## config.mk

```make
export PLATFORM = sky130hd
export DESIGN_NAME = ace_cell
export DESIGN_NICKNAME = d
export VERILOG_FILES = /design/src/rtl/ace_pkg.sv /design/src/rtl/ace_cell.sv
export SDC_FILE = /design/constraint.sdc
export NUM_CORES = 1
export LEC_CHECK = 0
export ABC_AREA = 1
export BUFFER_PORTS_ARGS = -buffer_cell sky130_fd_sc_hd__buf_4
export CAP_MARGIN = 20
export CORE_AREA = 2 2 148 150
export DETAILED_ROUTE_END_ITERATION = 10
export DIE_AREA = 0 0 150 152
export GPL_TIMING_DRIVEN = 0
export PLACE_DENSITY = 0.62
export SYNTH_ARGS = -nofsm -noshare
export SYNTH_HDL_FRONTEND = slang
export SYNTH_SLANG_ARGS = --single-unit
```

## constraint.sdc

```tcl
create_clock -name clk -period 0.8 [get_ports clk]
set_input_delay 0.04 -clock clk [delete_from_list [all_inputs] [get_ports clk]]
set_output_delay 0.04 -clock clk [all_outputs]
set_load 0.05 [all_outputs]
```

## src/rtl/ace_pkg.sv

```systemverilog
package ace_pkg;

    localparam int ENTRIES = 16;
    localparam int SLOT_W  = $clog2(ENTRIES);

    // slot states
    localparam logic [1:0] ST_FREE = 2'd0;
    localparam logic [1:0] ST_PEND = 2'd1;
    localparam logic [1:0] ST_RES  = 2'd2;

    // functions
    localparam logic [1:0] FN_RESOLVE = 2'd0;
    localparam logic [1:0] FN_PACKET  = 2'd1;
    localparam logic [1:0] FN_SWEEP   = 2'd2;
    localparam logic [1:0] FN_TIMEOUT = 2'd3;

    // result kinds
    localparam logic [2:0] K_ANSWER = 3'd0;
    localparam logic [2:0] K_SENDRQ = 3'd1;
    localparam logic [2:0] K_REPLY  = 3'd2;
    localparam logic [2:0] K_WAKE   = 3'd3;
    localparam logic [2:0] K_DONE   = 3'd4;

    // status codes
    localparam logic [2:0] S_OK       = 3'd0;
    localparam logic [2:0] S_ERROR    = 3'd1;
    localparam logic [2:0] S_TIMEOUT  = 3'd2;
    localparam logic [2:0] S_OVERFLOW = 3'd3;
    localparam logic [2:0] S_IGNORED  = 3'd4;

    // config register indexes
    localparam logic [2:0] R_OWN_IP    = 3'd0;
    localparam logic [2:0] R_OWN_MAC   = 3'd1;
    localparam logic [2:0] R_BCAST_MAC = 3'd2;
    localparam logic [2:0] R_SUBNET_BC = 3'd3;
    localparam logic [2:0] R_IP_VALID  = 3'd4;
    localparam logic [2:0] R_AGE_LIMIT = 3'd5;
    localparam logic [2:0] R_RETRY_LIM = 3'd6;

    typedef struct packed {
        logic [1:0]  state;
        logic [31:0] ip;
        logic [47:0] mac;
        logic [31:0] stamp;
        logic [7:0]  waiter;
        logic [3:0]  tries;
    } entry_t;

    localparam entry_t ENTRY_ZERO = '0;

    // per-cycle write command from the controller to the last cell, which takes the head entry
    typedef struct packed {
        logic        wr;
        entry_t      data;
    } cell_cmd_t;

endpackage

```

## src/rtl/ace_cell.sv

```systemverilog
// One slot of the ring. Every rotate cycle it takes its neighbor's entry;
// the last cell instead may take the controller's rewritten head entry.
module ace_cell
    import ace_pkg::*;
(
    input  logic   clk,
    input  logic   rst_n,
    input  logic   rotate,
    input  logic   load,
    input  entry_t load_entry,
    input  entry_t prev_entry,
    output entry_t entry
);

    entry_t entry_reg;

    // state field needs reset; payload cleared too so freed slots read zero
    always_ff @(posedge clk or negedge rst_n)
    begin
        if (!rst_n)
        begin
            entry_reg <= ENTRY_ZERO;
        end
        else if (rotate)
        begin
            entry_reg <= load ? load_entry : prev_entry;
        end
    end

    assign entry = entry_reg;

endmodule

```

======== Word-level counts from Yosys, hierarchy flattened ========
Cells that the tools add are included.
operators by class
  multiplexer cells ....................... 1
operator list
  cell                 count
  126-bit two-way mux  1
word-level totals
  logic and storage cells ................. 7
  bits of input ports ..................... 256
  flip-flop bits (word level) ............. 126

======== Logic depth before layout (Yosys ltp) ========
Gate-level depths: netlist of run 1.
  depth after elaboration ................. 1
  mapped depth ............................ 7
  mapped depth without buffers ............ 4

======== Worst setup path before layout of run 1 ========
No wires, ideal clock.
  path kind ............................... register to register
  start point ............................. reg, netlist name entry[100]
  end point ............................... reg entry_reg, in the netlist entry[100]
  buffers on the path ..................... 0
  slack ................................... -0.036 ns
  data required time ...................... 0.682 ns
  stages on the path, launching flop included .. 3
  library setup time ...................... 0.118 ns
  arrival time ............................ 0.718 ns
  path through ............................ dfrtp_1 > nand2_1 > nand2_1
RTL lines
  element               line            text
  to (signal assigned)  ace_cell.sv:26  entry_reg <= load ? load_entry : prev_entry;
  to (decl)             ace_cell.sv:15  entry_t entry_reg;

======== Worst setup path in the final report of run 1 ========
  start point ............................. reg entry_reg, in the netlist entry[41]
  end point ............................... out entry[41] in the netlist's numbering
RTL lines
  element    line            text
  to (decl)  ace_cell.sv:12  output entry_t entry
No word-level cell between the ends.

==> impl_results.md, run 1 <==
- Run status: finished with violations
- Failing checks: hold timing, setup timing
- Number of flops mapped to enable cells by yosys: 0
- Number of antenna repair diodes: 0
- Number of cells traversed by the worst register-to-register path: 3
- Clock Skews: 0 ns
- CTS Sinks: 126
- End point of the critical path: entry[41]
- Synthesized area divided by synthesized cell count: 6.518 um2
- Final weighted congestion in routability-driven placement: roughly 0.86
- Netlist cell types: 9
- Via count of the first global-routing pass: about 9.4k
- Total CTS buffers: 17
- Max clock buf depth: 2
- Count of antenna-violating nets left after detailed routing: 0
- Synth area leaders: dfrtp_1 (45%), nand2_1 (27%), inv_1 (14%)
- Setup TNS: -28.15 ns
- Share of the synthesized area in the top cell type: 0.4546
- Final count of pins violating max slew: 0
- Die width: 150 um
- Clock slew seen by the registers of the worst setup and hold paths: 0.06 ns
- Wire length of the first global-routing pass: 47.27 mm
- Initial Utilization: 0.3248
- Detailed-router iteration count before antenna repair: 5
- Startpoint types: register
- Number of placement rows: 54
- Maximum number of pins on one net before global-route repair: 75
- Aggregate global routing overflow: 0
- Share of synthesized area occupied by flip-flops and latches: 0.4546
- Number of cells on the critical path: 1
- Crit-path max cell delay: 0.43 ns
- Total count of hold-check failures in the final report: 62
- Worst-case headroom to the max-slew limit: 0.6350
- Max-capacitance violation count: 0
- Design Power: 24,110 uW
- Post-Route WL: 30.42 mm
- Reg-to-reg startpoint: entry[59]
- Crit path required time: 0.76 ns
- Share of flip-flops with an asynchronous set or reset: 1.000
- Worst min-delay path category: input port to asynchronous set/reset pin
- Clk Latency, worst-skew pair: 0.42 ns
- Maximum frequency from static timing analysis: 943.3 MHz
- Number of vias after detailed routing: 8,998
- Number of instances in the synthesized netlist: 1,064
- FF/Latch Area: approximately 3300 um2
- Average wire per standard cell: 15.09 um
- Final setup violating endpoints: 126
- Library cell occupying the most area in the post-synthesis netlist: dfrtp_1
- Number of top-level design ports: 382
- Clock root buffer master: clkbuf_16
- Number of antenna violations at the first check in global routing: 0
- Arrival time at the worst endpoint: around 1.0 ns
- CTS Hold Bufs: 250
- Estimated wirelength of the detail-placed design: 19.33 mm
- Worst setup path startpoint: entry[41]
- Maximum vdd drop: 1.275 mV
- Area added between synthesis and finish: 102.1%
- Element type at the critical path end: output pin
- Worst path setup slack after routing: -0.2601 ns
- Area of the core: between 20,000 and 25,000 um2
- Measured slew at the worst slew-check pin: 0.5476 ns
- Cell at the slowest stage of the critical path: dfrtp_2
- Die Outline Area: 22,800 um2
- Routed via count divided by cell count: 4.463
- Drc violations: 0
- Critical setup path kind: register to output pin
- Most common cell in the synthesized netlist: nand2_1
- Clock tree from TritonCTS: yes
- Area of the multi-input gates: 2525 um2
- Static Leakage: 0.007939 uW
- Period minus WS final: 1.060 ns
- Global routing usage summed across all routing layers: 0.2645
- Highest net fanout along the worst path: 2
- Filler instances: 1,629
- Worst-path cell chain: buf_6
- Flip-flop count of the largest register after layout: 126
- Ys flop type: dfrtp_1
- Power per unit of standard cell area: 1720 nW/um2
- Setup repair after global routing missed its margin: yes
- Period utilization: 1.325
- Final nets: 1,980
- Crit path max-delay family: flip-flops
- H-tree depth: 4
- Top post-synthesis cells by count: nand2_1 (504), inv_1 (252), dfrtp_1 (126), nand3_1 (126), buf_2 (31)
- Syn_nets: 1,320
- Share of final-layout standard cells stronger than drive strength 1: 0.3416
- Yosys synthesis warning count: 0
- Setup slack on the worst flop-to-flop path: 0.03 ns
- Y dimension of the die: roughly 150 um
- Worst hold slack: -0.4363 ns
- Bufs and invs on worst path: 1
- 1st-iter DRT viols: between 200 and 300
- Cell Area, Synth: 6935 um2
- Flop and latch count out of synthesis: roughly 130
- Port Buffer Count: 379
- End of the worst register-to-register path: entry[59]
-- worst min-delay path by stage --
stage                         startpoint        end  depth (start not counted)
final                              rst_n  entry[17]                          1
after global routing               rst_n  entry[17]                          1
after CTS                          rst_n  entry[17]                          1
after detailed placement           rst_n  entry[17]                          1
after global placement    prev_entry[70]  entry[70]                          5
after floorplan                    rst_n   entry[0]                          0
-- per-layer routing --
metal / global-route usage / vias up / part of all wire
met4: 0.1568 / 0 / 0.054
met2: 0.4462 / 417 / 0.48
met1: 0.2913 / 4115 / 0.38
met5: 0 / - / 0
li1: - / 4360 / -
met3: 0.07988 / 106 / 0.082
-- worst register-to-register path, cell delays in order, from the launching register on --
cell and delay, ns:
dfrtp_2 0.41, buf_4 0.14, nand2_1 0.05, nand2_1 0.05
-- layout make-up --
class | instances | area share
Multi-Input combinational cell | 630 | 0.1801
Timing Repair Buffer | 641 | 0.4260
Clock inverter | 10 | 0.009908
Clock buffer | 21 | 0.03285
Tap cell | 280 | 0.02499
Inverter | 254 | 0.06837
Sequential cell | 126 | 0.2362
Buffer | 54 | 0.02151
-- cells by family after synthesis --
| logic type | Yosys count | synth area share |
|---|---|---|
| buffers and inverters | 308 | 0.1817 |
| AND/OR/NAND/NOR | 630 | 0.3637 |
| flip-flops | 126 | 0.4546 |
-- through the flow --
stage / area (um2) / setup WS [ns] / std cells / utilization
finish: 14020 / -0.2601 / 2016 / 0.6565
CTS: 13940 / -0.2843 / 2009 / 0.6529
detailed placement: 10320 / -0.3375 / 1724 / 0.4834
global placement: 10290 / -0.9484 / 1723 / 0.4819
floorplan: 7093 / 0.01675 / 1064 / -
global route: 14020 / -0.2858 / 2016 / 0.6565
-- layout by cell type, fill, tap and decap left out --
master	n
dfrtp_2	126
buf_16	1
nand3_1	126
buf_4	273
clkinv_4	3
buf_8	10
clkbuf_8	2
clkinv_2	3
inv_4	2
clkbuf_1	12
inv_1	252
buf_6	120
nand2_1	503
buf_2	31
bufinv_16	3
clkbuf_16	17
nand2_2	1
dlygate4sd3_1	250
clkinvlp_4	1
-- repair_timing --
action	in CTS	in global routing
setup endpoints to repair	126	127
buffers inserted	4	7
resized for setup	130	7
pin swaps	0	1
endpoints found under the hold margin	178	52
-- power breakdown --
| group | internal [uW] | switching (uW) | total (uW) |
|---|---|---|---|
| clock network | 5040 | 2930 | 7980 |
| logic | 3680 | 4730 | 8410 |
| registers | 7180 | 546 | 7730 |
Power figures use the tool's default switching activity.
==> run 2, diff against run 1 <==
Settings changed: CTS_BUF_LIST from default to sky130_fd_sc_hd__clkbuf_4 sky130_fd_sc_hd__clkbuf_8 sky130_fd_sc_hd__clkbuf_16, RECOVER_POWER from default to 50.
==> impl_results.md, run 2 (synthesized netlist as in run 1, its figures left out) <==
- Die Outline Area: 22,800 um2 (unchanged)
- Setup TNS: -28.27 ns (-0.1133 ns)
- Clock slew seen by the registers of the worst setup and hold paths: 0.06 ns (about the same)
- Via count of the first global-routing pass: 9,423 (+0.011%)
- Number of antenna violations at the first check in global routing: 0 (unchanged)
- Clock tree from TritonCTS: yes
- Final nets: 1,980 (unchanged)
- Run status: finished with violations
- Routed via count divided by cell count: 4.466 (about the same)
- Setup repair after global routing missed its margin: yes
- Die width: 150 um (unchanged)
- Number of vias after detailed routing: 9,003 (+0.056%)
- Maximum frequency from static timing analysis: 943.4 MHz (about the same)
- Number of placement rows: 54 (unchanged)
- Drc violations: 0 (unchanged)
- Max clock buf depth: 2 (unchanged)
- Clock root buffer master: clkbuf_16
- Flip-flop count of the largest register after layout: 126 (unchanged)
- Measured slew at the worst slew-check pin: 0.7833 ns (+0.2358 ns)
- Area of the multi-input gates: 2525 um2 (unchanged)
- Worst hold slack: -0.2933 ns (+0.1431 ns)
- Maximum number of pins on one net before global-route repair: 75 (unchanged)
- Total count of hold-check failures in the final report: 52 (-16%)
- Bufs and invs on worst path: 1 (unchanged)
- Post-Route WL: 30.41 mm (about the same)
- FF/Latch Area: 3311 um2 (unchanged)
- Estimated wirelength of the detail-placed design: 19.33 mm (unchanged)
- Filler instances: 1,635 (+0.37%)
- Max-capacitance violation count: 0 (unchanged)
- Total CTS buffers: 17 (unchanged)
- Crit path required time: 0.76 ns (about the same)
- Port Buffer Count: 379 (unchanged)
- Critical setup path kind: register to output pin
- Clk Latency, worst-skew pair: 0.42 ns (about the same)
- Power per unit of standard cell area: 1725 nW/um2 (+0.29%)
- H-tree depth: 4 (unchanged)
- Initial Utilization: 0.3248 (unchanged)
- Cell at the slowest stage of the critical path: dfrtp_2
- Worst path setup slack after routing: -0.2600 ns (+0.00007400 ns)
- Clock Skews: 0 ns (unchanged)
- CTS Sinks: 126 (unchanged)
- Aggregate global routing overflow: 0 (unchanged)
- Area added between synthesis and finish: 102.1% (about the same)
- Final weighted congestion in routability-driven placement: 0.8635 (unchanged)
- Final setup violating endpoints: 126 (unchanged)
- Crit path max-delay family: flip-flops
- Maximum vdd drop: 1.279 mV (+0.33%)
- Period minus WS final: 1.060 ns (-0.00007400 ns)
- Crit-path max cell delay: 0.43 ns (about the same)
- Area of the core: 21,350 um2 (unchanged)
- Average wire per standard cell: 15.09 um (about the same)
- Most common cell after layout, fill and taps aside: nand2_1
- Final count of pins violating max slew: 0 (unchanged)
- Wire length of the first global-routing pass: 47.27 mm (unchanged)
- Share of final-layout standard cells stronger than drive strength 1: 0.3427 (+0.001152)
- Period utilization: 1.325 (about the same)
- Highest net fanout along the worst path: 2 (unchanged)
- Arrival time at the worst endpoint: 1.02 ns (about the same)
- 1st-iter DRT viols: 291 (+3.6%)
- Number of top-level design ports: 382 (unchanged)
- Count of antenna-violating nets left after detailed routing: 0 (unchanged)
- Most frequent cells in the layout: nand2_1 (503), buf_4 (273), inv_1 (252)
- Y dimension of the die: 152 um (unchanged)
- Number of antenna repair diodes: 0 (unchanged)
- Worst-path cell chain: buf_6
- Worst-case headroom to the max-slew limit: 0.4778 (-0.1572)
- Element type at the critical path end: output pin
- Global routing usage summed across all routing layers: 0.2645 (unchanged)
- CTS Hold Bufs: 250 (unchanged)
- Failing checks: hold timing, setup timing
- Static Leakage: 0.007941 uW (about the same)
- Worst min-delay path category: input port to asynchronous set/reset pin
- Startpoint types: register
- Detailed-router iteration count before antenna repair: 5 (unchanged)
==> run 2: final timing paths <==
kind	from	end	slack, ns	cells past startpoint
worst min register to register	entry[89]	entry[89]	0.50	2
worst max-delay path	entry[41]	entry[41]	-0.26	1
worst min-delay path	rst_n	entry[17]	-0.29	1
max in group asynchronous	rst_n	entry[59]	0.19	2
worst max register to register	entry[59]	entry[59]	0.03	3
min in group clk	load_entry[13]	entry[13]	0.04	5
==> run 2: layer usage <==
metal / global-route usage / up-vias / routed length (um)
li1: - / 4359 / -
met2: 0.4462 / 421 / 14690
met3: 0.07988 / 104 / 2528
met1: 0.2913 / 4119 / 11560
met4: 0.1568 / 0 / 1630
met5: 0 / - / 0
==> run 2: stage by stage <==
stage | std cells | total power [uW] | utilization | setup WS [ns] | cell area, um2
after global placement | 1723 | 14340 | 0.4819 | -0.9484 | 10290
after global routing | 2016 | 25220 | 0.6564 | -0.2858 | 14010
after detailed placement | 1724 | 14400 | 0.4834 | -0.3375 | 10320
final | 2016 | 24180 | 0.6564 | -0.2600 | 14010
after CTS | 2009 | 24130 | 0.6532 | -0.2843 | 13950
after floorplan | 1064 | 11560 | - | 0.01675 | 7093
==> run 2: area by class of cell <==
cell class / instances / area share
well taps: 280 / 0.02500
plain buffers: 54 / 0.02152
clock buffers: 21 / 0.03339
inverters: 254 / 0.06839
multi-input cells: 630 / 0.1802
clock inverters: 10 / 0.009911
flip-flops and latches: 126 / 0.2363
repair buffers: 641 / 0.4254
==> run 2: power by group <==
part	switching [uW]	internal, uW
registers	544	7180
clock network	2940	5110
logic	4730	3670
==> run 2: what timing repair did <==
item                                    in CTS  in global routing
gates cloned                                 0                  0
resized for setup                          130                  7
pin swaps                                    0                  1
endpoints found under the hold margin      178                 52
endpoints found under the setup margin     126                127
setup buffers                                4                  7
==> run 3, diff against run 2 <==
Settings changed: CORE_AREA 2 2 148 150 to 2 2 147 149, DIE_AREA 0 0 150 152 to 0 0 149 151, PLACE_DENSITY 0.62 to 0.63.
==> impl_results.md, run 3 (synthesized netlist as in run 1, its figures left out) <==
- Number of top-level design ports: 382 (unchanged)
- Y dimension of the die: 151 um (-0.66%)
- Period minus WS final: 1.060 ns (+0.0002510 ns)
- Via count of the first global-routing pass: 9,290 (-1.4%)
- Drc violations: 0 (unchanged)
- Most Crowded Layer GR: met2
- Final weighted congestion in routability-driven placement: 0.8897 (+3.0%)
- Cell at the slowest stage of the critical path: dfrtp_2
- Number of vias after detailed routing: 8,957 (-0.51%)
- H-tree depth: 4 (unchanged)
- Aggregate global routing overflow: 0 (unchanged)
- Final nets: 1,980 (unchanged)
- Count of antenna-violating nets left after detailed routing: 0 (unchanged)
- Maximum frequency from static timing analysis: 943.2 MHz (about the same)
- Estimated wirelength of the detail-placed design: 19.08 mm (-1.3%)
- End of the worst register-to-register path: entry[36]
- Arrival time at the worst endpoint: 1.02 ns (about the same)
- Max-capacitance violation count: 0 (unchanged)
- Bufs and invs on worst path: 1 (unchanged)
- Measured slew at the worst slew-check pin: 1.057 ns (+0.2736 ns)
- Final Instance Count excl. Fillers: 2,011 (-0.25%)
- Average wire per standard cell: 15.32 um (+1.6%)
- Clk Latency, worst-skew pair: 0.41 ns (about the same)
- Post-DP Area: 10,310 um2 (about the same)
- CTS Sinks: 126 (unchanged)
- Design Power: 24,820 uW (+2.7%)
- Worst hold slack: -0.1707 ns (+0.1225 ns)
- Global routing met1 resource utilization: 0.2946 (+0.003359)
- Area added between synthesis and finish: 102.9%
- Initial Utilization: 0.3331 (+0.008237)
- Clock tree from TritonCTS: yes
- CTS Hold Bufs: 251 (+0.40%)
- Crit-path max cell delay: 0.44 ns (about the same)
- Detailed-router iteration count before antenna repair: 5 (unchanged)
- Cell area after layout: 14,070 um2 (+0.42%)
- Total CTS buffers: 17 (unchanged)
- Number of antenna repair diodes: 0 (unchanged)
- Post-Place Cells: 1,719 (-0.29%)
- Number of antenna violations at the first check in global routing: 0 (unchanged)
- Setup repair after global routing missed its margin: yes
- Number of placement rows: 53 (-1.9%)
- Most frequent cells in the layout: nand2_1 (498), buf_4 (270), inv_1 (252)
- Static Leakage: 0.007955 uW (+0.18%)
- Routed via count divided by cell count: 4.454 (-0.26%)
- Fraction of met3 tracks used by global routing: 0.08855 (+0.008674)
- Number of cells traversed by the worst register-to-register path: 4 (+1)
- Number of cells on the critical path: 1 (unchanged)
- Failing checks: hold timing, setup timing
- Reg-to-reg startpoint: entry[36]
- Max clock buf depth: 2 (unchanged)
- Final setup violating endpoints: 127 (+0.79%)
- Die width: 149 um (-0.67%)
- Port Buffer Count: 379 (unchanged)
- Global routing usage summed across all routing layers: 0.2689 (+0.004440)
- Period utilization: 1.325 (about the same)
- Crit path max-delay family: flip-flops
- Met2 global-route usage: 0.4756 (+0.02939)
- Final count of pins violating max slew: 0 (unchanged)
- Worst-path cell chain: buf_6
- Area of the core: 20,820 um2 (-2.5%)
- Startpoint types: register
- 1st-iter DRT viols: 355 (+22%)
- Worst path setup slack after routing: -0.2603 ns (-0.0002510 ns)
- Flip-flop count of the largest register after layout: 126 (unchanged)
- Clock slew seen by the registers of the worst setup and hold paths: 0.07 ns (about the same)
- Worst min-delay path category: input port to asynchronous set/reset pin
- Total count of hold-check failures in the final report: 69 (+33%)
- Wire length of the first global-routing pass: 47.27 mm (unchanged)
- Most common cell after layout, fill and taps aside: nand2_1
- Maximum number of pins on one net before global-route repair: 71 (-5.3%)
- Maximum vdd drop: 1.301 mV (+1.7%)
- Post-Route WL: 30.81 mm (+1.3%)
- Element type at the critical path end: output pin
- Clock root buffer master: clkbuf_16
- Clock Skews: 0 ns (unchanged)
- Power per unit of standard cell area: 1764 nW/um2 (+2.3%)
- Share of final-layout standard cells stronger than drive strength 1: 0.3456 (+0.002880)
- Run status: finished with violations
- Setup slack on the worst flop-to-flop path: -0.04 ns (-0.07 ns)
- Die Outline Area: 22,500 um2 (-1.3%)
- Highest net fanout along the worst path: 2 (unchanged)
- Crit path required time: 0.76 ns (about the same)
- Critical setup path kind: register to output pin
- Worst-case headroom to the max-slew limit: 0.2954 (-0.1824)
==> run 3: how the worst max path moves through the flow <==
| stage | start | endpoint |
|---|---|---|
| global placement | rst_n | entry[35] |
| floorplan | load | entry[12] |
| finish | entry[58] | entry[58] |
| CTS | entry[58] | entry[58] |
| detailed placement | load | entry[40] |
| global route | entry[58] | entry[58] |
==> run 3: power breakdown <==
group	total [uW]	internal, uW	leakage [uW]	switching (uW)
clock	8670	5610	0.000309	3060
combinational	8430	3670	0.00627	4760
sequential	7720	7180	0.00137	542
==> run 3: metal layers <==
layer	up-vias	share of wire
met2	425	0.49
met1	4082	0.37
met3	87	0.092
li1	4363	-
met4	0	0.041
met5	-	0
==> run 3: area by class of cell <==
type,instances,area (um2)
timing repair buffer,641,5967
multi-input combinational,630,2537
inverter,254,958.4
fill,1544,6750
sequential,126,3311
buffer,54,302.8
clock inverter,13,212.7
clock buffer,18,439.2
tap,275,344.1
==> run 3: repair_timing <==
action | 4_1_cts | 5_1_grt
hold endpoints to repair | 195 | 69
endpoints found under the setup margin | 126 | 128
setup buffers | 3 | 7
pin swaps | 0 | 3
gates resized for setup | 129 | 14
==> run 3: metrics by stage <==
step           hold slack, ns  TNS (ns)  worst slack, ns  utilization
6_report              -0.1707    -27.65          -0.2603       0.6758
5_1_grt               -0.1059    -35.80          -0.2925       0.6758
3_3_place_gp           0.3307   -148.14          -0.9612       0.4938
3_5_place_dp           0.1136    -33.89          -0.3557       0.4953
4_1_cts               -0.3385    -30.11          -0.2824       0.6716
2_1_floorplan         -0.2556         0          0.01675            -
