## src/rtl/ace_pkg.sv

```systemverilog
package ace_pkg;

    localparam int ENTRIES = 16;
    localparam int SLOT_W  = $clog2(ENTRIES);

    // slot states
    localparam logic [1:0] ST_FREE = 2'd0;
    localparam logic [1:0] ST_PEND = 2'd1;
    localparam logic [1:0] ST_RES  = 2'd2;

    // functions
    localparam logic [1:0] FN_RESOLVE = 2'd0;
    localparam logic [1:0] FN_PACKET  = 2'd1;
    localparam logic [1:0] FN_SWEEP   = 2'd2;
    localparam logic [1:0] FN_TIMEOUT = 2'd3;

    // result kinds
    localparam logic [2:0] K_ANSWER = 3'd0;
    localparam logic [2:0] K_SENDRQ = 3'd1;
    localparam logic [2:0] K_REPLY  = 3'd2;
    localparam logic [2:0] K_WAKE   = 3'd3;
    localparam logic [2:0] K_DONE   = 3'd4;

    // status codes
    localparam logic [2:0] S_OK       = 3'd0;
    localparam logic [2:0] S_ERROR    = 3'd1;
    localparam logic [2:0] S_TIMEOUT  = 3'd2;
    localparam logic [2:0] S_OVERFLOW = 3'd3;
    localparam logic [2:0] S_IGNORED  = 3'd4;

    // config register indexes
    localparam logic [2:0] R_OWN_IP    = 3'd0;
    localparam logic [2:0] R_OWN_MAC   = 3'd1;
    localparam logic [2:0] R_BCAST_MAC = 3'd2;
    localparam logic [2:0] R_SUBNET_BC = 3'd3;
    localparam logic [2:0] R_IP_VALID  = 3'd4;
    localparam logic [2:0] R_AGE_LIMIT = 3'd5;
    localparam logic [2:0] R_RETRY_LIM = 3'd6;

    typedef struct packed {
        logic [1:0]  state;
        logic [31:0] ip;
        logic [47:0] mac;
        logic [31:0] stamp;
        logic [7:0]  waiter;
        logic [3:0]  tries;
    } entry_t;

    localparam entry_t ENTRY_ZERO = '0;

    // per-cycle write command from the controller to the last cell, which takes the head entry
    typedef struct packed {
        logic        wr;
        entry_t      data;
    } cell_cmd_t;

endpackage

```

## src/rtl/ace_ctrl.sv

```systemverilog
// Sequencer: two full ring rotations per item. Pass 1 scans (lookup,
// first free, first resolved, sweep); pass 2 applies the planned write, if any.
module ace_ctrl
    import ace_pkg::*;
(
    input  logic         clk,
    input  logic         rst_n,
    // request channel
    input  logic         in_valid,
    output logic         in_stall,
    input  logic [1:0]   func,
    input  logic [31:0]  query_ip,
    input  logic [7:0]   requester,
    input  logic [15:0]  hw_type,
    input  logic [15:0]  proto_type,
    input  logic [15:0]  opcode,
    input  logic [31:0]  sender_ip,
    input  logic [47:0]  sender_mac,
    input  logic [31:0]  dest_ip,
    input  logic [31:0]  now_time,
    // config
    input  logic [31:0]  own_ip,
    input  logic [47:0]  bcast_mac,
    input  logic [31:0]  subnet_bcast_ip,
    input  logic         ip_valid,
    input  logic [31:0]  age_limit,
    input  logic [3:0]   retry_limit,
    // ring head
    input  entry_t       head,
    output logic         rotate,
    output cell_cmd_t    cmd,
    // result channel
    output logic         out_valid,
    input  logic         out_stall,
    output logic [2:0]   kind,
    output logic [2:0]   status,
    output logic [47:0]  mac_addr,
    output logic [31:0]  target_ip,
    output logic [7:0]   waiter,
    output logic         last
);

    typedef enum logic [4:0] {
        IDLE  = 5'b00001,
        SCAN  = 5'b00010,
        APPLY = 5'b00100,
        EMIT0 = 5'b01000,
        EMIT1 = 5'b10000
    } fsm_t;

    fsm_t fsm_reg, fsm_next;

    // latched request
    logic [1:0]  fn_reg;
    logic [31:0] qip_reg, sip_reg, now_reg, key_reg;
    logic [7:0]  req_reg;
    logic [47:0] smac_reg;
    logic        pkt_ok_reg, for_us_reg;

    // scan results
    logic [SLOT_W-1:0] pos_reg;
    logic              hit_reg, free_f_reg, res_f_reg;
    logic [SLOT_W-1:0] hit_reg_idx, free_idx_reg, res_idx_reg;
    entry_t            hit_e_reg;

    // planned write and results
    logic              wr_en_reg;
    logic [SLOT_W-1:0] wr_idx_reg;
    entry_t            wr_e_reg;
    logic [2:0]        r0_kind_reg, r0_st_reg, r1_kind_reg, r1_st_reg;
    logic [47:0]       r0_mac_reg, r1_mac_reg;
    logic [31:0]       r0_ip_reg, r1_ip_reg;
    logic [7:0]        r0_w_reg, r1_w_reg;
    logic              two_reg;

    logic [31:0] age;
    logic        stale;
    logic        last_pos;

    assign age      = now_reg - head.stamp;
    assign stale    = (fn_reg == FN_SWEEP) && (head.state == ST_RES) && (age > age_limit);
    assign last_pos = (pos_reg == SLOT_W'(ENTRIES - 1));

    assign in_stall = (fsm_reg != IDLE);
    assign rotate   = (fsm_reg == SCAN) || (fsm_reg == APPLY);

    // ring write: sweep wipes in scan pass, planned write in apply pass
    always_comb
    begin
        cmd.wr   = 1'b0;
        cmd.data = head;
        if (fsm_reg == SCAN && stale)
        begin
            cmd.wr   = 1'b1;
            cmd.data = ENTRY_ZERO;
        end
        else if (fsm_reg == APPLY && wr_en_reg && pos_reg == wr_idx_reg)
        begin
            cmd.wr   = 1'b1;
            cmd.data = wr_e_reg;
        end
    end

    always_comb
    begin
        fsm_next = fsm_reg;
        case (fsm_reg)
            IDLE:    if (in_valid) fsm_next = SCAN;
            SCAN:    if (last_pos) fsm_next = APPLY;
            APPLY:   if (last_pos) fsm_next = EMIT0;
            EMIT0:   if (!out_stall) fsm_next = two_reg ? EMIT1 : IDLE;
            EMIT1:   if (!out_stall) fsm_next = IDLE;
            default: fsm_next = IDLE;
        endcase
    end

    always_ff @(posedge clk or negedge rst_n)
    begin
        if (!rst_n)
        begin
            fsm_reg <= IDLE;
        end
        else
        begin
            fsm_reg <= fsm_next;
        end
    end

    // request latched in idle; scan results and the decision made at the end of the scan pass
    always_ff @(posedge clk)
    begin
        logic              hit, ff, rf;
        logic [SLOT_W-1:0] hi, fi, ri;
        entry_t            he, ne;
        logic              alloc_ok;
        logic [SLOT_W-1:0] alloc_idx;
        hit = hit_reg; ff = free_f_reg; rf = res_f_reg;
        hi = hit_reg_idx; fi = free_idx_reg; ri = res_idx_reg; he = hit_e_reg;
        ne = ENTRY_ZERO;
        alloc_ok  = 1'b0;
        alloc_idx = '0;
        case (fsm_reg)
            IDLE:
            begin
                pos_reg    <= '0;
                hit_reg    <= 1'b0;
                free_f_reg <= 1'b0;
                res_f_reg  <= 1'b0;
                fn_reg     <= func;
                qip_reg    <= query_ip;
                req_reg    <= requester;
                sip_reg    <= sender_ip;
                smac_reg   <= sender_mac;
                now_reg    <= now_time;
                key_reg    <= (func == FN_PACKET) ? sender_ip : query_ip;
                pkt_ok_reg <= (hw_type == 16'd1) && (proto_type == 16'h0800);
                for_us_reg <= ip_valid && (dest_ip == own_ip) && (opcode != 16'd2);
            end
            SCAN:
            begin
                pos_reg <= pos_reg + 1'b1;
                if (!hit && head.state != ST_FREE && head.ip == key_reg)
                begin
                    hit = 1'b1; hi = pos_reg; he = head;
                end
                if (!ff && (head.state == ST_FREE || stale))
                begin
                    ff = 1'b1; fi = pos_reg;
                end
                if (!rf && head.state == ST_RES)
                begin
                    rf = 1'b1; ri = pos_reg;
                end
                hit_reg <= hit; hit_reg_idx <= hi; hit_e_reg <= he;
                free_f_reg <= ff; free_idx_reg <= fi;
                res_f_reg <= rf; res_idx_reg <= ri;
                if (last_pos)
                begin
                    alloc_ok  = ff || rf;
                    alloc_idx = ff ? fi : ri;
                    wr_en_reg  <= 1'b0;
                    wr_idx_reg <= hi;
                    two_reg    <= 1'b0;
                    r0_mac_reg <= '0; r0_ip_reg <= '0; r0_w_reg <= '0;
                    r1_mac_reg <= '0; r1_ip_reg <= '0; r1_w_reg <= '0;
                    r0_st_reg  <= S_OK;
                    r1_st_reg  <= S_OK;
                    case (fn_reg)
                        FN_RESOLVE:
                        begin
                            r0_kind_reg <= K_ANSWER;
                            if (qip_reg == 32'hFFFF_FFFF || qip_reg == subnet_bcast_ip)
                            begin
                                r0_mac_reg <= bcast_mac;
                            end
                            else if (hit && he.state == ST_RES)
                            begin
                                ne = he; ne.stamp = now_reg;
                                wr_en_reg <= 1'b1; wr_e_reg <= ne;
                                r0_mac_reg <= he.mac;
                            end
                            else if (hit)
                            begin
                                r0_st_reg <= S_ERROR;
                            end
                            else if (!alloc_ok)
                            begin
                                r0_st_reg <= S_OVERFLOW;
                            end
                            else
                            begin
                                ne.state = ST_PEND; ne.ip = qip_reg;
                                ne.waiter = req_reg; ne.tries = 4'd1;
                                wr_en_reg <= 1'b1; wr_idx_reg <= alloc_idx; wr_e_reg <= ne;
                                r0_kind_reg <= K_SENDRQ; r0_ip_reg <= qip_reg;
                            end
                        end
                        FN_PACKET:
                        begin
                            r0_kind_reg <= K_DONE;
                            if (!pkt_ok_reg)
                            begin
                                r0_st_reg <= S_IGNORED;
                            end
                            else
                            begin
                                if (hit)
                                begin
                                    ne = he; ne.mac = smac_reg;
                                    if (he.state == ST_PEND)
                                    begin
                                        ne.state = ST_RES; ne.stamp = now_reg;
                                    end
                                    wr_en_reg <= 1'b1; wr_e_reg <= ne;
                                end
                                else if (for_us_reg && alloc_ok)
                                begin
                                    ne.state = ST_RES; ne.ip = sip_reg;
                                    ne.mac = smac_reg; ne.stamp = now_reg;
                                    wr_en_reg <= 1'b1; wr_idx_reg <= alloc_idx;
                                    wr_e_reg <= ne;
                                end
                                // final result goes to slot 1 if a wake precedes it
                                if (hit && he.state == ST_PEND)
                                begin
                                    two_reg <= 1'b1;
                                    r0_kind_reg <= K_WAKE; r0_mac_reg <= smac_reg;
                                    r0_ip_reg <= sip_reg; r0_w_reg <= he.waiter;
                                    r1_kind_reg <= for_us_reg ? K_REPLY : K_DONE;
                                    if (for_us_reg)
                                    begin
                                        r1_mac_reg <= smac_reg; r1_ip_reg <= sip_reg;
                                    end
                                end
                                else if (!for_us_reg)
                                begin
                                    r0_kind_reg <= K_DONE;
                                end
                                else if (!hit && !alloc_ok)
                                begin
                                    r0_st_reg <= S_OVERFLOW;
                                end
                                else
                                begin
                                    r0_kind_reg <= K_REPLY;
                                    r0_mac_reg <= smac_reg; r0_ip_reg <= sip_reg;
                                end
                            end
                        end
                        FN_SWEEP:
                        begin
                            r0_kind_reg <= K_DONE;
                        end
                        default:
                        begin
                            if (!hit || he.state != ST_PEND)
                            begin
                                r0_kind_reg <= K_DONE; r0_st_reg <= S_IGNORED;
                            end
                            else if (he.tries < retry_limit)
                            begin
                                ne = he; ne.tries = he.tries + 4'd1;
                                wr_en_reg <= 1'b1; wr_e_reg <= ne;
                                r0_kind_reg <= K_SENDRQ; r0_ip_reg <= qip_reg;
                            end
                            else
                            begin
                                wr_en_reg <= 1'b1; wr_e_reg <= ENTRY_ZERO;
                                r0_kind_reg <= K_WAKE; r0_st_reg <= S_TIMEOUT;
                                r0_ip_reg <= qip_reg; r0_w_reg <= he.waiter;
                            end
                        end
                    endcase
                end
            end
            APPLY:
            begin
                pos_reg <= pos_reg + 1'b1;
            end
            default:
            begin
            end
        endcase
    end

    // result channel
    assign out_valid = (fsm_reg == EMIT0) || (fsm_reg == EMIT1);
    always_comb
    begin
        if (fsm_reg == EMIT1)
        begin
            kind = r1_kind_reg; status = r1_st_reg; mac_addr = r1_mac_reg;
            target_ip = r1_ip_reg; waiter = r1_w_reg; last = 1'b1;
        end
        else
        begin
            kind = r0_kind_reg; status = r0_st_reg; mac_addr = r0_mac_reg;
            target_ip = r0_ip_reg; waiter = r0_w_reg; last = !two_reg;
        end
    end

endmodule

```

## config.mk

```make
export PLATFORM = sky130hd
export DESIGN_NAME = ace_ctrl
export DESIGN_NICKNAME = d
export VERILOG_FILES = /design/src/rtl/ace_pkg.sv /design/src/rtl/ace_ctrl.sv
export SDC_FILE = /design/constraint.sdc
export NUM_CORES = 1
export LEC_CHECK = 0
export ABC_AREA = 1
export BUFFER_PORTS_ARGS = -buffer_cell sky130_fd_sc_hd__buf_2
export CAP_MARGIN = 10
export CORE_AREA = 2 2 290 292
export DETAILED_ROUTE_END_ITERATION = 8
export DIE_AREA = 0 0 292 294
export PLACE_DENSITY = 0.66
export RECOVER_POWER = 50
export SLEW_MARGIN = 20
export SYNTH_ARGS = -nofsm -noshare
export SYNTH_HDL_FRONTEND = slang
export SYNTH_SLANG_ARGS = --single-unit
```

## constraint.sdc

```tcl
create_clock -name clk -period 50.8 [get_ports clk]
set_input_delay 5.08 -clock clk [delete_from_list [all_inputs] [get_ports clk]]
set_output_delay 5.08 -clock clk [all_outputs]
set_load 0.01 [all_outputs]
```

# Yosys cells after proc, flatten, opt, wreduce, memory -nomap -nowiden
# Cells that the tools add are included.
# totals
word_cells	227
reg_bits	647
output_inout_bits	225
inputBits	513
# op_classes
n_lt_le_gt_ge	2
addsub	3
bitwise	1
n_mux	107
eq_ne	33
reduce_logical	41
# op_table
op	n
two-way mux 126 bit	11
two-way mux 32 bit	12
case mux 126 bit (3 select lines)	1
two-way mux 48 bit	7
two-way mux 127 bit	2
== test 32 bit	3
case mux 32 bit (3 select lines)	1
case mux 48 bit (2 select lines)	1
two-way mux 4 bit	11
two-way mux 8 bit	5
== test 32 bit, second input constant	1
> comparator 32 bit	1
subtractor 32 bit	1
two-way mux 3 bit	10
two-way mux 5 bit	6
case mux 5 bit (5 select lines)	1
two-way mux 1 bit	20
two-way mux 2 bit	10
case mux 3 bit (3 select lines)	2
== test 16 x 1 -> 1 bit, second input constant	1
== test 16 x 12 -> 1 bit, second input constant	1
logical AND 1 bit	16
!= test 16 x 2 -> 1 bit, second input constant	1
case mux 4 bit (2 select lines)	2
other kinds (29)	60

# Depth between registers and ports, before layout
# Gate-level depths: netlist of the first run.
# logic_depth
word_depth	15
ltp_mapped	31
mapped_depth_nobuf	31

# Worst setup path after synthesis of the first run
# OpenSTA, ideal clock, no wires.
# synth_path
path_kind	register to register
start	reg fsm_reg[3]
end	reg wr_e_reg[0] in the netlist's numbering (enable)
path_buffers	0
path_stages_with_launch	10
synth_period_minus_slack_ns	25.674
required_ns	50.188
path_slack_ns	25.126
setup_ns	0.612
arrival_ns	25.062
cell_sequence	dfrtp_1 > nor2_1 > nand2_1 > nor3_1 > inv_1 > nor2_1 > nand3_1 > nor2_1 > nand2_1 > nor2_1
# synth_via
elab_chain_len	2
# synth_lines
item	line_no	source
start: declaration	ace_ctrl.sv:51	fsm_t fsm_reg, fsm_next;
start signal: assignment	ace_ctrl.sv:125	fsm_reg <= fsm_next;
== test 5 x 2 -> 1 bit	ace_ctrl.sv:142	case (fsm_reg)
AND reduction 9 bit (no source line)	--	
end signal: assignment	ace_ctrl.sv:241	wr_e_reg <= ne;
end: declaration	ace_ctrl.sv:69	entry_t wr_e_reg;
# No other way between the ends.
# A chain may end at the register's enable or synchronous reset.

==> results of run 1 <==
[cell type report]
type	instances	share of cell area (%)
inverters	637	5.49
diodes	20	0.115
repair buffers	778	8.92
flip-flops and latches	646	44.5
clock buffers	94	4.57
multi-input cells	2713	32.2
clock inverters	44	1.09
well taps	1080	3.10
[critical path, cell delays in order]
cell and delay [ps]:
sky130_fd_sc_hd__buf_2 110, sky130_fd_sc_hd__inv_1 50, sky130_fd_sc_hd__ha_1 340, sky130_fd_sc_hd__nand3_1 100, sky130_fd_sc_hd__nand2_1 120, sky130_fd_sc_hd__a21oi_1 130, sky130_fd_sc_hd__o21ai_0 490, sky130_fd_sc_hd__a31oi_1 210
sky130_fd_sc_hd__o21ai_0 330, sky130_fd_sc_hd__a21oi_1 140, sky130_fd_sc_hd__xnor2_1 150, sky130_fd_sc_hd__ha_1 310, sky130_fd_sc_hd__nand3_1 80, sky130_fd_sc_hd__nand3b_1 190, sky130_fd_sc_hd__nor3b_1 280, sky130_fd_sc_hd__a21oi_1 170
sky130_fd_sc_hd__nand3_4 560, sky130_fd_sc_hd__buf_4 720, sky130_fd_sc_hd__nand2_1 150, sky130_fd_sc_hd__inv_1 80, sky130_fd_sc_hd__buf_2 120
[kinds of logic (layout without fill, tap and decap cells)]
group / count (synthesis) / in the layout / share of synthesized area [%]
mux: 184 / 184 / 5.58
xor+xnor: 85 / 85 / 2.04
flops: 646 / 646 / 53.0
fa+ha+maj: 69 / 69 / 2.38
simple gates: 1972 / 1972 / 22.0
compound gates: 403 / 403 / 6.06
other cells: 0 / 20 / 0
buf+inv: 826 / 1553 / 8.86
[final timing paths]
path	start	to	slack (ps)
max	head[14]	cmd[83]	35580
min reg2reg	free_idx_reg[2]$_DFFE_PP_	free_idx_reg[2]$_DFFE_PP_	550
max in group asynchronous	rst_n	fsm_reg[0]$_DFFE_PN1P_	46250
min	free_idx_reg[2]$_DFFE_PP_	free_idx_reg[2]$_DFFE_PP_	550
min in group asynchronous	rst_n	fsm_reg[2]$_DFFE_PN0P_	4290
max reg2reg	fsm_reg[3]$_DFFE_PN0P_	qip_reg[15]$_DFFE_PP_	40170
[metrics by stage]
stage | utilization [%] | area [µm²]
final | 52.5 | 43500
after global routing | 52.5 | 43500
after CTS | 52.6 | 43600
after detailed placement | 49.7 | 41200
after global placement | 49.7 | 41200
after floorplan | - | 36500
[layer usage]
metal  track usage [%]  routed length, µm
met1              37.0              50700
met2              50.4              64000
met3              4.95              10300
met4              13.9               6470
met5                 0                 69
[power groups by stage]
| stage | clock [mW] | combinational (mW) | sequential [mW] |
|---|---|---|---|
| 6_report | 0.545 | 0.596 | 0.792 |
| 5_1_grt | 0.572 | 0.660 | 0.799 |
| 4_1_cts | 0.551 | 0.597 | 0.769 |
| 3_5_place_dp | 0 | 0.595 | 0.779 |
| 3_3_place_gp | 0 | 0.586 | 0.778 |
| 2_1_floorplan | 0 | 0.394 | 0.802 |
[cells in the mapped netlist (all sizes together)]
library cell / count
nor3: 27
xnor2: 30
nor3b: 1
clkbuf: 100
a221oi: 3
nand3b: 5
nor2: 270
o21ai: 203
nand2: 1288
a22o: 7
a21o: 4
or2: 2
o221a: 1
clkinv: 1
inv: 636
a21oi: 120
nand4: 21
o211ai: 10
o21bai: 3
nor4: 20
o22ai: 13
o21a: 18
fa: 1
mux2: 158
a211oi: 10
a41oi: 1
xor2: 55
a31oi: 7
mux2i: 26
nor4b: 2
and2: 1
nand3: 335
dfrtp: 4
ha: 68
dfstp: 1
a21boi: 3
edfxtp: 641
buf: 89
==> impl_summary.txt, run 1 <==
----------------------------------------------------
[Status]
  Status ... finished, violations left
  Violated checks ... capacitance limit, slew limit

[Power]
  Portion of total power attributed to the clock network ... between 20% and 30%
  Net Switching ... 0.714 mW
  PD cells ... ~44 nW/µm²
  Portion of total power attributed to sequential cells ... between 40% and 50%
  Relative contribution of combinational cells to total power ... 30.8%
  Static leakage power ... between 20 and 25 nW
  Proportion of total power due to net switching ... 36.9%
  Pint ... about 1.2 mW
  Peak supply drop ... about 0.000033 V
  Overall power consumption ... roughly 1.9 mW

[CTS]
  Count of cells resized by post-cts repair ... 0
  Worst-path clk slew ... around 50 ps
  CTS Root Cell ... sky130_fd_sc_hd__clkbuf_16
  Number of H-tree levels ... 3
  Post-CTS setup buffer count ... 0
  Buffer depth of the longest clock path ... 3
  Total of hold buffers inserted after clock tree synthesis ... 0
  TritonCTS clock tree ... built
  TritonCTS sink count ... about 650
  Clock latency of the later-clocked register in the worst-skew pair ... 660 ps
  Number of CTS-inserted buffers ... between 70 and 80

[Timing]
  Fmax ... ~66 MHz
  Tightest hold margin ... roughly 550 ps
  RSZ-0062 raised after global routing ... no
  Final number of max-transition violations ... just under 700
  Final worst slack ... 35580 ps
  Final TNS setup ... 0 ps
  Setup violators final ... 0
  Final period util ... 30.0%
  Period minus WS final ... around 15000 ps
  Post-Route Skew ... just under 60 ps
  Normalized max-slew margin ... -502%
  Worst-Margin Slew ... between 9000 and 10000 ps
  Final number of hold-violating endpoints ... 0

[Die]
  DIE WIDTH ... 292 µm
  Core Footprint ... roughly 83000 µm²
  Die span in y ... 294 µm
  Row cnt ... ~110
  Die Footprint ... approximately 86000 µm²
  Starting density of the core ... 44.1%
  Number of top-level design ports ... between 700 and 800

[Place]
  Quantity of I/O buffers inserted on ports ... around 740
  Estimated wirelength of the detail-placed design ... 88.2 mm
  Minimum setup slack after placement ... approximately 36000 ps
  Routability-driven placement congestion ratio ... 0.901
  Cell Count Post-Placement ... just under 6000

[Run]
  Number of maximum-capacitance constraint violations ... 12

[GRT]
  First-pass GRT wire length ... between 150 and 200 mm
  Number of global-route vias before repair ... between 30000 and 40000
  Antenna violations before repair ... 28
  GRT Resource Usage Total ... between 20 and 30%
  Maximum number of pins on one net before global-route repair ... between 100 and 150
  Grt total ovfl ... 0

[Synthesis]
  Synth unique cells ... 52
  Mapped Avg Cell Area ... 8.73 µm²
  Top cell type by total area after synthesis ... sky130_fd_sc_hd__edfxtp_1
  Synthesis-stage register bit count ... approximately 650
  Nets in the synthesized netlist ... 4767
  Number of cells produced by synthesis ... between 4000 and 5000
  Top post-synthesis cells by area ... sky130_fd_sc_hd__edfxtp_1, sky130_fd_sc_hd__nand2_1, sky130_fd_sc_hd__inv_1, sky130_fd_sc_hd__mux2_2, sky130_fd_sc_hd__nand3_1
  Netlist area before placement ... between 30000 and 40000 µm²
  Post-synthesis sequential area ratio ... about 53%
  Top cell type's share of synthesized area ... 52.7%
  Number of synthesis warnings ... 0

[Cells and area]
  Area grow syn2layout ... 19.2%
  Most common cell after layout, fill and taps aside ... sky130_fd_sc_hd__nand2_1
  Total Nets Final ... roughly 5400
  Total area of sequential cells ... between 15000 and 20000 µm²
  Top library cells by usage in the layout, fill and taps aside ... sky130_fd_sc_hd__nand2_1, sky130_fd_sc_hd__buf_2, sky130_fd_sc_hd__edfxtp_1
  Proportion of layout cells with a drive suffix above 1 ... approximately 20%
  Filler Cell Count ... 7752
  Final non-filler cell total ... around 6000
  Combined area of the multi-input logic cells ... around 14000 µm²

[Routing]
  Initial DRC Count ... around 2800
  Remaining antenna violation count ... 0
  Detailed Routing Iterations Pass 1 ... 6
  Post-detailed-routing wire length ... between 100 and 150 mm
  Count of vias placed by the detailed router ... around 32000
  Via count normalized by instance count ... about 5.3
  Post-detailed-route wirelength per cell ... between 20 and 25 µm
  Residual DRC count ... 0

[Critical path]
  Data required time at the worst endpoint ... 45720 ps
  Data arrival time at the worst-slack endpoint ... ~10000 ps
  Reg2reg path depth ... 5
  Crit path launch type ... input port
  Critical Path Sink Type ... primary output
  Worst Setup Path Type ... input port to primary output
  Biggest fanout along the worst timing path ... 70

[Worst hold path]
  Hold depth ... 2
  Hold Crit Class ... flip-flop to flip-flop

----------------------------------------------------
(Power assumes the default switching activity.)
==> run 2: changes to the inputs <==
- ABC_AREA: 1 -> 0
- CORE_AREA: 2 2 290 292 -> 2 2 286 288
- DIE_AREA: 0 0 292 294 -> 0 0 288 290
- PLACE_DENSITY: 0.66 -> 0.63
- clock period: 50.8 -> 15.8 ns (I/O delays scaled with it)
==> impl_summary.txt, run 2 <==
----------------------------------------------------
[Cells and area]
  Most common cell after layout, fill and taps aside ... sky130_fd_sc_hd__buf_2
  Top library cells by usage in the layout, fill and taps aside ... sky130_fd_sc_hd__buf_2, sky130_fd_sc_hd__edfxtp_1, sky130_fd_sc_hd__nand2_1
  Design Area, Final ... 39800 µm² (-8.7%)
  Fraction of the core area covered by cells at the end of the flow ... 49.6% (-2.9 points)
  Total Nets Final ... 4037 (-26%)
  Area grow syn2layout ... 21.7%
  Proportion of layout cells with a drive suffix above 1 ... 27.5% (+7.6 points)

[Critical path]
  Crit path launch type ... flip-flop
  Critical path depth in cells ... 4 (-81%)
  Data arrival time at the worst-slack endpoint ... 9460 ps (-680 ps)
  Launch point of the worst reg-to-reg path ... fsm_reg[4]$_DFFE_PN0P_
  Reg-to-reg setup timing slack ... 6110 ps (-34060 ps)
  Reg2reg path depth ... 4 (-1)
  Family of cells with the greatest summed delay on the critical path ... buffers and inverters
  Longest individual stage delay on the worst path ... 4970 ps (+4250 ps)
  Terminus of the critical flop-to-flop path ... sip_reg[20]$_DFFE_PP_
  Critical path, cell by cell ... nor3_1 > nand3b_1 > clkinvlp_2 > clkbuf_1
  CP bufs+invs ... 2 (-3)
  Critical path destination ... sip_reg[20]$_DFFE_PP_
  Worst path slowest cell ... sky130_fd_sc_hd__clkinvlp_2
  Worst Setup Path Type ... flip-flop to flip-flop
  Biggest fanout along the worst timing path ... 119 (+70%)
  Data required time at the worst endpoint ... 15570 ps (-30150 ps)
  Critical Path Sink Type ... flip-flop
  Timing startpoint of the critical path ... fsm_reg[4]$_DFFE_PN0P_

[Place]
  Quantity of I/O buffers inserted on ports ... 737 (unchanged)
  Total cell area at the placement stage ... 37500 µm² (-8.9%)
  Estimated wirelength of the detail-placed design ... 80.3 mm (-9.0%)
  Routability-driven placement congestion ratio ... 0.909 (+0.91%)
  Minimum setup slack after placement ... 6810 ps (-28810 ps)

[GRT]
  Maximum number of pins on one net before global-route repair ... 121 (-6.9%)
  Antenna violations before repair ... 24 (-14%)
  Number of global-route vias before repair ... 24900 (-19%)
  GRT Resource Usage Total ... 27.0% (-2.7 points)
  First-pass GRT wire length ... 166 mm (-13%)
  Grt total ovfl ... 0 (unchanged)

[Timing]
  Setup violators final ... 0 (unchanged)
  Fmax ... about 100 MHz
  Period minus WS final ... 9690 ps
  Post-Route Skew ... 36.9 ps (-22.2 ps)
  RSZ-0062 raised after global routing ... no
  Normalized max-slew margin ... -347% (+160 points)
  Final period util ... between 60% and 70%
  Final worst slack ... 6110 ps (-29470 ps)
  Final TNS setup ... 0 ps (unchanged)
  Worst-Margin Slew ... 6700 ps (-2330 ps)
  Final number of max-transition violations ... 650 (-3.4%)
  Final number of hold-violating endpoints ... 0 (unchanged)

[Power]
  Peak supply drop ... 0.000103 V (+210%)
  Static leakage power ... 16.2 nW (-19%)
  Overall power consumption ... 5.52 mW (+190%)
  PD cells ... 139 nW/µm² (+210%)

[Worst hold path]
  Hold Crit Class ... flip-flop to flip-flop

[Die]
  Starting density of the core ... 40.8% (-3.3 points)
  DIE WIDTH ... 288 µm (-1.4%)
  Core Footprint ... 80200 µm² (-3.3%)
  Die Footprint ... 83500 µm² (-2.7%)
  Number of top-level design ports ... 738 (unchanged)
  Die span in y ... 290 µm (-1.4%)
  Row cnt ... 104 (-1.9%)

[Synthesis]
  Post-synthesis sequential area ratio ... 59.3% (+6.3 points)
  Most frequent cell after synthesis ... sky130_fd_sc_hd__edfxtp_1
  Number of cells produced by synthesis ... 2768 (-34%)
  Synth unique cells ... 73 (+40%)
  Ys flop type ... sky130_fd_sc_hd__edfxtp_1
  Top post-synthesis cells by area ... sky130_fd_sc_hd__edfxtp_1, sky130_fd_sc_hd__nand2_1, sky130_fd_sc_hd__mux2_2, sky130_fd_sc_hd__mux2i_1, sky130_fd_sc_hd__a21oi_1
  Top cell type by total area after synthesis ... sky130_fd_sc_hd__edfxtp_1
  Top cell type's share of synthesized area ... 58.9% (+6.2 points)
  Top cells by instance count after synthesis ... sky130_fd_sc_hd__edfxtp_1, sky130_fd_sc_hd__nand2_1, sky130_fd_sc_hd__inv_1, sky130_fd_sc_hd__a21oi_1, sky130_fd_sc_hd__mux2i_1
  Mapped Avg Cell Area ... 11.8 µm² (+35%)
  Netlist area before placement ... 32700 µm² (-11%)
  Share of flip-flops with an asynchronous set or reset after synthesis ... 0.774% (unchanged)
  Post-synth EDFFs ... 641 (unchanged)
  Synthesis-stage register bit count ... 646 (unchanged)
  Number of synthesis warnings ... 0 (unchanged)
  Nets in the synthesized netlist ... 3350 (-30%)

[Run]
  Number of maximum-capacitance constraint violations ... 11 (-1)

[CTS]
  TritonCTS clock tree ... built
  CTS Root Cell ... sky130_fd_sc_hd__clkbuf_16
  TritonCTS sink count ... 646 (unchanged)
  Number of H-tree levels ... 3 (unchanged)
  Clock latency of the later-clocked register in the worst-skew pair ... 630 ps (-30 ps)
  Buffer depth of the longest clock path ... 3 (unchanged)
  Post-CTS setup buffer count ... 0 (unchanged)
  Count of cells resized by post-cts repair ... 0 (unchanged)
  Number of CTS-inserted buffers ... 74 (-3.9%)
  Total of hold buffers inserted after clock tree synthesis ... 0 (unchanged)
  Worst-path clk slew ... 60 ps (about the same)

[Routing]
  Detailed Routing Iterations Pass 1 ... 6 (unchanged)
  Count of vias placed by the detailed router ... 25700 (-20%)
  Post-detailed-route wirelength per cell ... 25.4 µm (+16%)
  Via count normalized by instance count ... 5.60 (+5.0%)
  Initial DRC Count ... 2217 (-20%)
  Post-detailed-routing wire length ... 116 mm (-11%)
  Remaining antenna violation count ... 0 (unchanged)
  Residual DRC count ... 0 (unchanged)

[Status]
  Violated checks ... capacitance limit, slew limit
  Status ... finished, violations left

----------------------------------------------------
==> run 2: cell count changes after synthesis, sizes merged, moves of 36 or more <==
cell,previous run,this run
a21oi,120,174
a22o,7,82
a22oi,0,36
and3,0,86
buf,89,41
inv,636,211
mux2i,26,129
nand2,1288,396
nand3,335,27
nor2,270,60
o21ai,203,121
o31ai,0,54
==> run 2: worst min-delay path by stage <==
stage | startpoint | endpoint | slack (ps) | depth (start not counted)
2_1_floorplan | for_us_reg$_DFFE_PP_ | r1_kind_reg[1]$_DFFE_PP_ | 470 | 0
3_3_place_gp | req_reg[3]$_DFFE_PP_ | wr_e_reg[7]$_DFFE_PP_ | 510 | 2
3_5_place_dp | req_reg[4]$_DFFE_PP_ | wr_e_reg[8]$_DFFE_PP_ | 510 | 2
4_1_cts | req_reg[2]$_DFFE_PP_ | wr_e_reg[6]$_DFFE_PP_ | 530 | 2
5_1_grt | req_reg[2]$_DFFE_PP_ | wr_e_reg[6]$_DFFE_PP_ | 570 | 2
6_report | req_reg[0]$_DFFE_PP_ | wr_e_reg[4]$_DFFE_PP_ | 510 | 2
==> run 2: area by class of cell <==
class	instances	area [µm²]
Fill cell	7336	40400
Inverter	212	800
Clock buffer	80	1870
Antenna cell	21	52.6
Sequential cell	646	19400
Clock inverter	53	479
Timing Repair Buffer	772	3850
Tap cell	1060	1330
Multi-Input combinational cell	1749	12000
==> run 2: through the flow <==
stage / hold WS [ps] / std cells
final: 513 / 4593
after global routing: 567 / 4586
after CTS: 532 / 4572
after detailed placement: 509 / 4439
after global placement: 506 / 4438
after floorplan: 475 / 2768
==> run 2: power by group <==
part	switching [mW]	internal, mW	total, mW	leakage, nW
combinational	0.868	0.455	1.32	9.27
clock	0.739	0.964	1.70	1.15
sequential	0.191	2.30	2.50	5.81
==> run 2: cell families (layout without fill, tap and decap cells) <==
family	after synthesis	after routing	synth area share (%)
simple gates	711	711	10.1
compound gates	586	586	11.8
xor+xnor	127	127	3.40
other cells	0	21	0
fa+ha+maj	69	69	2.67
mux	256	256	8.34
buf+inv	373	1117	4.39
flops	646	646	59.3
==> run 2: worst min-delay path: stages (launching register included) <==
cell	delay (ps)
sky130_fd_sc_hd__edfxtp_1	310
sky130_fd_sc_hd__nand2_1	40
sky130_fd_sc_hd__o21ai_0	70
==> run 2: metal layers <==
metal | global-route usage, % | part of all wire [%]
met5 | 0 | 0.052
met4 | 10.9 | 4.3
met3 | 4.77 | 8.2
met2 | 45.5 | 48
met1 | 34.2 | 39
